### src/sv/trse_pkg.sv
// Shared types and constants for the tri-state RF switch encoder.
package trse_pkg;

  typedef logic [1:0] sym_t;

  localparam sym_t SYM_ZERO  = 2'd0;
  localparam sym_t SYM_FLOAT = 2'd1;
  localparam sym_t SYM_ONE   = 2'd2;

  localparam int unsigned WORD_W    = 24;
  localparam int unsigned SYM_IDX_W = 4;
  localparam int unsigned NUM_CHAN  = 5;

  localparam logic [SYM_IDX_W-1:0] NUM_SYMBOLS = 4'd12;

  localparam logic [4:0] SHORT_UNITS = 5'd1;
  localparam logic [4:0] LONG_UNITS  = 5'd3;
  localparam logic [4:0] SYNC_LOW_P1 = 5'd31;
  localparam logic [4:0] SYNC_LOW_P2 = 5'd10;

  localparam logic [1:0] PROTO_2 = 2'd2;

  localparam int unsigned CFG_IDX_W  = 2;
  localparam int unsigned CFG_DATA_W = 16;

  localparam logic [CFG_IDX_W-1:0] REG_PULSE_TICKS   = 2'd0;
  localparam logic [CFG_IDX_W-1:0] REG_REPEAT_COUNT  = 2'd1;
  localparam logic [CFG_IDX_W-1:0] REG_SYNC_PROTOCOL = 2'd2;

  localparam logic [15:0] PULSE_TICKS_RST   = 16'd350;
  localparam logic [7:0]  REPEAT_COUNT_RST  = 8'd10;
  localparam logic [1:0]  SYNC_PROTOCOL_RST = 2'd1;

  typedef struct packed {
    logic       mode;
    logic [4:0] group_bits;
    logic [2:0] channel;
    logic       switch_on;
  } item_t;

  typedef struct packed {
    logic [WORD_W-1:0] code_word;
    logic              chan_ok;
  } word_t;

  typedef struct packed {
    logic pin_level;
    logic busy_res;
    logic rejected;
  } res_t;

endpackage

### src/sv/trse_word.sv
// Builds the 12-symbol tri-state code word from a start command.
module trse_word (
  input  trse_pkg::item_t item,
  output trse_pkg::word_t word
);
  import trse_pkg::*;

  always_comb begin
    word.code_word = '0;
    for (int i = 0; i < NUM_CHAN; i++) begin
      word.code_word[2*i +: 2]     = item.group_bits[i] ? SYM_ZERO : SYM_FLOAT;
      word.code_word[2*(i+5) +: 2] =
        (item.channel == 3'(i + 1)) ? SYM_ZERO : SYM_FLOAT;
    end
    word.code_word[21:20] = item.switch_on ? SYM_ZERO  : SYM_FLOAT;
    word.code_word[23:22] = item.switch_on ? SYM_FLOAT : SYM_ZERO;
    word.chan_ok = (item.channel >= 3'd1) && (item.channel <= 3'd5);
  end

endmodule

### src/sv/trse_seq.sv
// Config registers, frame sequencer state and per-beat step logic.
module trse_seq (
  input  logic                            clk,
  input  logic                            rst,
  input  logic                            cfg_we,
  input  logic [trse_pkg::CFG_IDX_W-1:0]  cfg_index,
  input  logic [trse_pkg::CFG_DATA_W-1:0] cfg_data,
  input  trse_pkg::item_t                 item,
  input  trse_pkg::word_t                 word,
  input  logic                            step,
  output trse_pkg::res_t                  res
);
  import trse_pkg::*;

  logic [15:0] pulse_ticks;
  logic [7:0]  repeat_count;
  logic [1:0]  sync_protocol;

  logic [WORD_W-1:0]    code_word, code_word_next;
  logic [SYM_IDX_W-1:0] symbol_index, symbol_index_next;
  logic                 pulse_half, pulse_half_next;
  logic                 level_phase, level_phase_next;
  logic [4:0]           unit_count, unit_count_next;
  logic [15:0]          tick_count, tick_count_next;
  logic [7:0]           repeats_left, repeats_left_next;
  logic                 active, active_next;

  sym_t        syms [16];
  sym_t        sym;
  logic        in_sync;
  logic        short_high;
  logic [4:0]  part_len;
  logic [15:0] pt;
  logic [16:0] tick_inc;
  logic [5:0]  unit_inc;

  always_ff @(posedge clk) begin
    if (rst) begin
      pulse_ticks   <= PULSE_TICKS_RST;
      repeat_count  <= REPEAT_COUNT_RST;
      sync_protocol <= SYNC_PROTOCOL_RST;
    end else if (cfg_we) begin
      unique case (cfg_index)
        REG_PULSE_TICKS:   pulse_ticks   <= cfg_data;
        REG_REPEAT_COUNT:  repeat_count  <= cfg_data[7:0];
        REG_SYNC_PROTOCOL: sync_protocol <= cfg_data[1:0];
        default: ;
      endcase
    end
  end

  always_comb begin
    for (int k = 0; k < 16; k++) begin
      syms[k] = (k < 12) ? code_word[2*(k%12) +: 2] : SYM_ZERO;
    end
    in_sync = (symbol_index >= NUM_SYMBOLS);
    sym     = syms[symbol_index];
    unique case (sym)
      SYM_ZERO: short_high = 1'b1;
      SYM_ONE:  short_high = 1'b0;
      default:  short_high = ~pulse_half;
    endcase
    if (in_sync) begin
      if (!level_phase) part_len = SHORT_UNITS;
      else part_len = (sync_protocol == PROTO_2) ? SYNC_LOW_P2 : SYNC_LOW_P1;
    end else if (!level_phase) begin
      part_len = short_high ? SHORT_UNITS : LONG_UNITS;
    end else begin
      part_len = short_high ? LONG_UNITS : SHORT_UNITS;
    end
    pt       = (pulse_ticks == 16'd0) ? 16'd1 : pulse_ticks;
    tick_inc = {1'b0, tick_count} + 17'd1;
    unit_inc = {1'b0, unit_count} + 6'd1;
  end

  always_comb begin
    code_word_next    = code_word;
    symbol_index_next = symbol_index;
    pulse_half_next   = pulse_half;
    level_phase_next  = level_phase;
    unit_count_next   = unit_count;
    tick_count_next   = tick_count;
    repeats_left_next = repeats_left;
    active_next       = active;
    res               = '0;
    if (item.mode) begin
      if (active || !word.chan_ok) begin
        res.rejected = 1'b1;
      end else begin
        code_word_next    = word.code_word;
        symbol_index_next = '0;
        pulse_half_next   = 1'b0;
        level_phase_next  = 1'b0;
        unit_count_next   = '0;
        tick_count_next   = '0;
        repeats_left_next = repeat_count;
        active_next       = (repeat_count != 8'd0);
      end
      res.pin_level = active_next & ~level_phase_next;
      res.busy_res  = active_next;
    end else if (active) begin
      res.pin_level = ~level_phase;
      res.busy_res  = 1'b1;
      if (tick_inc < {1'b0, pt}) begin
        tick_count_next = tick_inc[15:0];
      end else begin
        tick_count_next = '0;
        if (unit_inc < {1'b0, part_len}) begin
          unit_count_next = unit_inc[4:0];
        end else begin
          unit_count_next = '0;
          if (!level_phase) begin
            level_phase_next = 1'b1;
          end else begin
            level_phase_next = 1'b0;
            if (!in_sync) begin
              if (!pulse_half) begin
                pulse_half_next = 1'b1;
              end else begin
                pulse_half_next   = 1'b0;
                symbol_index_next = symbol_index + 4'd1;
              end
            end else begin
              symbol_index_next = '0;
              pulse_half_next   = 1'b0;
              repeats_left_next = repeats_left - 8'd1;
              active_next       = (repeats_left != 8'd1);
            end
          end
        end
      end
    end
  end

  always_ff @(posedge clk) begin
    if (rst) begin
      code_word    <= '0;
      symbol_index <= '0;
      pulse_half   <= 1'b0;
      level_phase  <= 1'b0;
      unit_count   <= '0;
      tick_count   <= '0;
      repeats_left <= '0;
      active       <= 1'b0;
    end else if (step) begin
      code_word    <= code_word_next;
      symbol_index <= symbol_index_next;
      pulse_half   <= pulse_half_next;
      level_phase  <= level_phase_next;
      unit_count   <= unit_count_next;
      tick_count   <= tick_count_next;
      repeats_left <= repeats_left_next;
      active       <= active_next;
    end
  end

`ifndef SYNTHESIS
  a_idx_range: assert property (@(posedge clk) disable iff (rst)
    symbol_index <= NUM_SYMBOLS)
    else $error("symbol index past sync");

  a_idle_parked: assert property (@(posedge clk) disable iff (rst)
    !active |-> (symbol_index == '0) && !pulse_half && !level_phase
                && (unit_count == '0) && (tick_count == '0))
    else $error("sequencer not parked while idle");

  a_sync_half: assert property (@(posedge clk) disable iff (rst)
    in_sync |-> !pulse_half)
    else $error("second pulse flagged during sync");

  a_reject_holds: assert property (@(posedge clk) disable iff (rst)
    step && res.rejected |=> $stable(code_word) && $stable(repeats_left))
    else $error("refused command changed the frame");
`endif

endmodule

### src/sv/tristate_rf_switch_encoder.sv
// Top level of the tri-state RF switch encoder: input stage, sequencer, result stage.
//
//  Channel | Handshake            | Payload
//  cmd     | cmd_valid, cmd_stall | mode, group_bits, channel, switch_on
//  res     | res_valid, res_stall | pin_level, busy_res, rejected
//  cfg     | cfg_we               | cfg_index, cfg_data
//
// One beat per cycle while res_stall is low; a beat enters the input register when it is taken
// and moves on into the result register on a sequencer step.
// Synchronous active-high reset returns the config and sequencer registers to their defaults and idles.
// A stalled result holds; cmd_stall rises only when both stages are full.
module tristate_rf_switch_encoder (
  input  logic                            clk,
  input  logic                            rst,
  input  logic                            cfg_we,
  input  logic [trse_pkg::CFG_IDX_W-1:0]  cfg_index,
  input  logic [trse_pkg::CFG_DATA_W-1:0] cfg_data,
  input  logic                            cmd_valid,
  output logic                            cmd_stall,
  input  logic                            mode,
  input  logic [4:0]                      group_bits,
  input  logic [2:0]                      channel,
  input  logic                            switch_on,
  output logic                            res_valid,
  input  logic                            res_stall,
  output logic                            pin_level,
  output logic                            busy_res,
  output logic                            rejected
);
  import trse_pkg::*;

  item_t s1_item;
  logic  s1_valid;
  logic  s2_load;
  logic  step;
  logic  cmd_fire;
  word_t word;
  res_t  res;

  assign s2_load   = ~res_valid | ~res_stall;
  assign step      = s1_valid & s2_load;
  assign cmd_stall = s1_valid & ~s2_load;
  assign cmd_fire  = cmd_valid & ~cmd_stall;

  always_ff @(posedge clk) begin
    if (rst) begin
      s1_valid <= 1'b0;
    end else begin
      s1_valid <= cmd_fire | (s1_valid & ~step);
    end
  end

  always_ff @(posedge clk) begin
    if (cmd_fire) begin
      s1_item.mode       <= mode;
      s1_item.group_bits <= group_bits;
      s1_item.channel    <= channel;
      s1_item.switch_on  <= switch_on;
    end
  end

  trse_word u_word (
    .item (s1_item),
    .word (word)
  );

  trse_seq u_seq (
    .clk       (clk),
    .rst       (rst),
    .cfg_we    (cfg_we),
    .cfg_index (cfg_index),
    .cfg_data  (cfg_data),
    .item      (s1_item),
    .word      (word),
    .step      (step),
    .res       (res)
  );

  always_ff @(posedge clk) begin
    if (rst) begin
      res_valid <= 1'b0;
    end else if (s2_load) begin
      res_valid <= step;
    end
  end

  always_ff @(posedge clk) begin
    if (step) begin
      pin_level <= res.pin_level;
      busy_res  <= res.busy_res;
      rejected  <= res.rejected;
    end
  end

endmodule
### config.mk
export PLATFORM = sky130hd
export DESIGN_NAME = tristate_rf_switch_encoder
export DESIGN_NICKNAME = d
export VERILOG_FILES = /design/src/sv/trse_pkg.sv /design/src/sv/trse_word.sv /design/src/sv/trse_seq.sv /design/src/sv/tristate_rf_switch_encoder.sv
export SDC_FILE = /design/constraint.sdc
export NUM_CORES = 1
export LEC_CHECK = 0
export BUFFER_PORTS_ARGS = -buffer_cell sky130_fd_sc_hd__buf_4
export CAP_MARGIN = 40
export CORE_MARGIN = 2
export CORE_UTILIZATION = 54
export DETAILED_ROUTE_END_ITERATION = 12
export PLACE_DENSITY = 0.76
export SLEW_MARGIN = 10
export SYNTH_ARGS = -nofsm -noshare
export SYNTH_HDL_FRONTEND = slang
export SYNTH_SLANG_ARGS = --single-unit
export TNS_END_PERCENT = 30
### constraint.sdc
create_clock -name clk -period 3.5 [get_ports clk]
set_clock_uncertainty 0.2 [all_clocks]
set_input_delay 0.35 -clock clk [delete_from_list [all_inputs] [get_ports clk]]
set_output_delay 0.35 -clock clk [all_outputs]
set_load 0.03 [all_outputs]
==> results of run 1 <==
[power by group through the flow]
stage                     Clock [mW]  Sequential [mW]  Combinational [mW]
after detailed placement           0             1.12               0.197
after global routing           0.658             1.10               0.243
after floorplan                    0             1.11               0.128
final                          0.606             1.10               0.218
after global placement             0             1.12               0.191
after CTS                      0.618             1.10               0.207
[metrics by stage]
step	worst slack (ns)	cell area [sq um]	hold WS, ns
5_1_grt	-0.0417	5690	0.0129
4_1_cts	-0.00324	5520	0.00841
6_report	0.0977	5690	0.0209
3_5_place_dp	-0.0467	5250	0.216
2_1_floorplan	0.0330	4730	0.206
3_3_place_gp	0.107	5250	0.209
[placed cells by master, fill, tap and decap left out, drive strengths merged, types with 16 or more instances in the layout]
| cell type | count |
|---|---|
| ha | 24 |
| inv | 30 |
| dfxtp | 76 |
| nand2 | 53 |
| buf | 69 |
| nor2 | 69 |
| o21ai | 21 |
| a21oi | 35 |
| xnor2 | 16 |
| xor2 | 17 |
[metal layers]
layer	vias to the layer above	track usage [%]	share of wire (%)	wire (um)
li1	1942	-	-	-
met1	1842	28.9	43	4510
met2	100	38.5	50	5250
met3	29	2.81	4.1	431
met4	0	9.51	3.1	322
met5	-	0	0	0
[sequential cells by signal, summed over array words and instances, names as in the netlist, 4 cells and up]
name	flops
u_seq.symbol_index	4
u_seq.repeat_count	8
u_seq.tick_count	16
u_seq.code_word	12
s1_item	10
u_seq.pulse_ticks	16
u_seq.repeats_left	8
u_seq.unit_count	5
[worst paths after layout]
check,startpoint,end,slack [ns],cells past startpoint
setup / recovery,u_seq.tick_count[1],u_seq.unit_count[0],0.1,15
hold / removal,cfg_data[3],u_seq.pulse_ticks[3],0.02,2
setup reg to reg,u_seq.tick_count[1],u_seq.unit_count[0],0.1,15
hold reg to reg,s1_item[6],u_seq.code_word[4],0.23,1
[logic make-up after synthesis]
logic type                 share of synthesized area [%]
xor gates and xnor gates                            6.12
adders and majority gates                           6.35
DFF                                                 40.5
and+or+nand+nor                                     22.8
muxes                                               4.61
buffers and inverters                               4.85
AOI/OAI and AO/OA                                   14.8
[repair_timing]
action                     in CTS  in global routing
pin swaps                       0                 17
hold buffers                   11                  0
setup endpoints to repair       3                 31
hold endpoints to repair       11                  0
buffers inserted                0                  6
gates resized for setup         1                 26
gates cloned                    0                  1
[layout make-up]
| type | count | share of cell area, % |
|---|---|---|
| repair buffers | 81 | 12.0 |
| multi-input cells | 375 | 47.2 |
| flip-flops and latches | 89 | 33.8 |
| inverters | 30 | 1.98 |
| clock buffers | 14 | 2.68 |
| well taps | 108 | 2.37 |
| clock inverters | 1 | 0.0879 |
==> flow_summary.ini, run 1 <==
[global_routing]
grt_pass1_vias = 3914
antenna_found_initial = 0
grt_max_degree = 63
grt_overflow_total = 0
grtUsageTotal_pct = 22.6
grt_pass1_wl_um = 17600

[sta]
hold_viol_final = 0
finalCritPeriodShare_pct = 97.2
rsz0062_at_grt = yes
fmax_mhz = 294
setup_viol = 0
worst_pin_slew_ns = 0.796
period_minus_slack_ns = 3.40
slew_viol_final = 0
slew_headroom_pct = 46.8
setup_tns_ns = 0

[run_status]
outcome = finished clean

[route]
totalWireLength_um = 10500
dr_total_vias = 3913
drt-initial-drc-count = 143
routedWlPerCell_um = 15.1
dr.pass1.iters = 5
vias_per_cell = 5.61
postRouteAntennaNets = 0
drcViolationCount = 0

[synth]
syn_avg_cell_area_sq_um = 9.14
seq_area_frac_synth_pct = 40.5
syn-cell-area_sq_um = 4730
ys_async_sr_fraction_pct = 0
synth_nets = 574
yosysWarnings = 0
yosysUniqueCellTypes = 59
synth_top_area_share_pct = 32.2
synthTopCellsByArea = dfxtp_1 (32%), edfxtp_1 (8.3%), ha_1 (6.4%)
yosysMostFrequentCell = dfxtp_1
synth-seq-cells = 89
synth_edf_count = 13
synth_area_leader_cell = dfxtp_1
synth_flop_cell = dfxtp_1
syn_inst = 517
synthTopCellsByCount = dfxtp_1 (76), nor2_1 (58), nand2_1 (53)

[worst_hold_path]
hold_class = primary input to flip-flop

[clock_tree]
numClockSinks = 89
numCtsBuffers = 9
cts_buffer_depth = 2
clock-root-buffer = clkbuf_8
cts.reportedPaths.clkPinSlew_ns = 0.08
clk_latency_ns = 0.35
cts_tree = done
htreeDepth = 3

[final_layout]
diodes = 0
finalNetCount = 643
multi_input_area_sq_um = 2690
nFillCells = 695
area_delta_synth_final_pct = 20.5
layout-drive-gt1-share_pct = 22.0
final_util_pct = 66.3
final_cells = 698
seq_area_sq_um = 1920

[pwr]
pwr-share-seq_pct = 57.1
intPower_mw = 1.45
combPwrFrac_pct = 11.4
p_total_mw = 1.92
peakVddDrop_uv = 269
leakage_nw = 2.34
power.switching_mw = 0.474
swShare_pct = 24.7
clkPwrFrac_pct = 31.6
power.density_nw_per_um2 = 337

[placed_design]
place_inst = 665
port_buffers = 37
gp_congestion = 0.860
dp_hpwl_um = 7490

[worst_setup_path]
path_buf_inv = 3
worstPathArrival_ns = 3.44
path_cells = ha_2 > nand3_2 > inv_1 > nand3_2 > xnor2_2 > ha_1 > a21o_1 > a221o_1 > a221oi_4 > o211ai_4 > buf_4 > o21ai_4 > buf_4 > nand3b_1 > o21ai_1
crit_required_ns = 3.54
cp-start-kind = flip-flop
crit_path_max_fanout = 9
worst_setup_path_end_kind = flip-flop
crit_family = compound AO/OA/AOI/OAI gates
worstSetupPathType = flip-flop to flip-flop
cp_slowest_stage_delay_ns = 0.38
crit_slowest_cell = dfxtp_2

[floorplan]
initial_core_util_pct = 55.0
row_count = 34
dieArea_sq_um = 9520
die_y_um = 97.6
core-area_sq_um = 8590
die_w_um = 97.6
io_pins = 38

[flow_run]
cap_violations = 0
Power figures use the tool's default switching activity.
==> inputs of run 2 (changes only) <==
--- a/config.mk
+++ b/config.mk
@@ -5,6 +5,7 @@
 export SDC_FILE = /design/constraint.sdc
 export NUM_CORES = 1
 export LEC_CHECK = 0
+export ABC_AREA = 1
 export BUFFER_PORTS_ARGS = -buffer_cell sky130_fd_sc_hd__buf_4
 export CAP_MARGIN = 40
 export CORE_MARGIN = 2
==> flow_summary.ini, run 2 <==
[run_status]
outcome = finished clean

[synth]
synth_nets = 684
seq_area_frac_synth_pct = 40.6
synth_edf_count = 13
ys_async_sr_fraction_pct = 0
yosysUniqueCellTypes = 41
syn_inst = 627
yosysWarnings = 0
synth-seq-cells = 89
synth_top_area_share_pct = 32.3
yosysMostFrequentCell = nand2_1
syn_avg_cell_area_sq_um = 7.51
syn-cell-area_sq_um = 4710
synth_flop_cell = dfxtp_1
synthTopCellsByCount = nand2_1 (97), nor2_1 (89), inv_1 (82)
synth_area_leader_cell = dfxtp_1
synthTopCellsByArea = dfxtp_1 (32%), edfxtp_1 (8.3%), nand2_1 (7.7%)

[worst_setup_path]
cp_slowest_stage_delay_ns = 0.37
worst_setup_path_end_kind = flip-flop
path_buf_inv = 1
crit_path_max_fanout = 18
r2r_end = u_seq.tick_count[6]
worstPathArrival_ns = 3.30
cp-start-kind = flip-flop
crit_required_ns = 3.58
reg2regPathDepth = 15
crit_family = simple AND/OR/NAND/NOR gates
worstSetupPathType = flip-flop to flip-flop
worstReg2RegStart = u_seq.tick_count[0]
path_cells = ha_1 > nand3_2 > nor3_4 > buf_4 > xor2_1 > ha_1 > a21oi_1 > o21ai_0 > a21oi_1 > nand2_1 > nand2_2 > nand3_4 > nand2_4 > nand2_4 > nor3_1
crit_slowest_cell = dfxtp_2
rrSetupSlack_ns = 0.28

[clock_tree]
clock-root-buffer = clkbuf_8
numCtsBuffers = 9
numClockSinks = 89
cts_tree = done
htreeDepth = 3
cts_buffer_depth = 2
clk_latency_ns = 0.36
cts.reportedPaths.clkPinSlew_ns = 0.09

[sta]
fmax_mhz = 311
slew_viol_final = 0
period_minus_slack_ns = 3.22
setup_viol = 0
slew_headroom_pct = 49.2
finalCritPeriodShare_pct = 91.9
setup_slack_ns = 0.282
worst_pin_slew_ns = 0.762
rsz0062_at_grt = no
setup_tns_ns = 0
hold_viol_final = 0

[final_layout]
final_cell_mix = nand2_1 (96), nor2_1 (89), inv_1 (82), dfxtp_1 (75), o21ai_0 (57)
final_cells = 784
area_delta_synth_final_pct = 14.6
mostFrequentLayoutCell = nand2_1
top_regs = u_seq.pulse_ticks: 16 flops, u_seq.tick_count: 16 flops, u_seq.code_word: 12 flops
layout-drive-gt1-share_pct = 12.7
finalNetCount = 728
diodes = 0

[floorplan]
io_pins = 38
core-area_sq_um = 8590
die_w_um = 97.4
row_count = 34
dieArea_sq_um = 9480
die_y_um = 97.4
initial_core_util_pct = 54.8

[placed_design]
port_buffers = 37
dp_hpwl_um = 7410
gp_congestion = 0.849
post-place-ws_ns = 0.239
place_inst = 756

[route]
vias_per_cell = 5.26
totalWireLength_um = 10200
drcViolationCount = 0
postRouteAntennaNets = 0
drt-initial-drc-count = 208
dr.pass1.iters = 5
routedWlPerCell_um = 13.0
dr_total_vias = 4126

[pwr]
power.switching_mw = 0.583
p_total_mw = 2.19
clkPwrFrac_pct = 35.7
intPower_mw = 1.61
combPwrFrac_pct = 13.1
swShare_pct = 26.6
pwr-share-seq_pct = 51.2
power.density_nw_per_um2 = 406
peakVddDrop_uv = 223
leakage_nw = 2.45

[worst_hold_path]
worstHoldEndpoint = u_seq.pulse_ticks[8]
hold_class = primary input to flip-flop
worstHoldStart = cfg_data[8]
min_path_cells = 3

[flow_run]
cap_violations = 0

[global_routing]
grt_overflow_total = 0
grt_pass1_vias = 3985
grtUsageTotal_pct = 22.3
grt_pass1_wl_um = 17500
grt_max_degree = 30
antenna_found_initial = 0
-- run 2: cell count changes after synthesis, sizes merged, moves of 9 or more --
cell   before  now
mux2i      15    3
a21oi      35   50
nand2      53  107
xnor2      16    2
o21ai      21   58
nor3        9   20
nand3      13   27
inv        30   84
nor2       69   90
and3       11    2
-- run 2: cell type report --
cell class | count | area [sq um]
Clock inverter | 6 | 91.3
Sequential cell | 89 | 1910
Tap cell | 108 | 135
Inverter | 86 | 323
Timing Repair Buffer | 52 | 418
Fill cell | 731 | 3200
Multi-Input combinational cell | 433 | 2380
Clock buffer | 10 | 128
-- run 2: worst max path at each step --
stage / from / endpoint / slack [ns] / cells past startpoint
after floorplan: u_seq.tick_count[0] / u_seq.tick_count[0] / 0.59 / 16
after global placement: u_seq.tick_count[0] / u_seq.symbol_index[0] / 0.34 / 16
after detailed placement: u_seq.tick_count[0] / u_seq.tick_count[8] / 0.24 / 15
after CTS: u_seq.tick_count[0] / u_seq.tick_count[8] / 0.21 / 15
after global routing: u_seq.tick_count[1] / u_seq.tick_count[10] / 0.03 / 15
final: u_seq.tick_count[0] / u_seq.tick_count[6] / 0.28 / 15
-- run 2: worst register-to-register path: cells and delay by family, from the launching register on --
family,cells,cell delay [ns]
simple gates,8,1.27
compound gates,3,0.37
fa+ha+maj,2,0.50
flops,1,0.37
xor+xnor,1,0.27
buf+inv,1,0.15
-- run 2: logic make-up after synthesis --
logic type / count (synthesis) / synth area share (%)
buffers and inverters: 105 / 8.91
AO/OA/AOI/OAI: 123 / 14.2
multiplexers: 3 / 0.638
XOR/XNOR: 21 / 3.91
AND/OR/NAND/NOR: 262 / 25.4
flip-flops: 89 / 40.6
adder cells (fa/ha/maj): 24 / 6.38
-- run 2: routing by layer --
layer / track usage, % / wire (um) / vias to the layer above
met5: 0 / 0 / -
met4: 8.76 / 211 / 0
met3: 4.17 / 349 / 18
met2: 36.7 / 4780 / 77
met1: 29.0 / 4820 / 1895
li1: - / - / 2136
-- run 2: repair_timing --
item	CTS	global route
hold endpoints to repair	11	0
hold buffers	11	0
setup buffers	0	1
endpoints found under the setup margin	0	11
gates resized for setup	0	4
-- run 2: through the flow --
step                hold WS, ns  instance area (sq um)  util, %
detailed placement        0.213                   5050     58.7
global route            0.00151                   5390     62.8
CTS                     0.00944                   5380     62.6
floorplan                 0.199                   4710        -
finish                   0.0115                   5390     62.8
global placement          0.204                   5050     58.7
-- run 2: power groups by stage --
stage          clock (mW)  combinational, mW  sequential, mW
2_1_floorplan           0              0.193            1.14
3_3_place_gp            0              0.264            1.14
3_5_place_dp            0              0.273            1.14
4_1_cts             0.788              0.284            1.12
5_1_grt             0.837              0.323            1.13
6_report            0.782              0.286            1.12
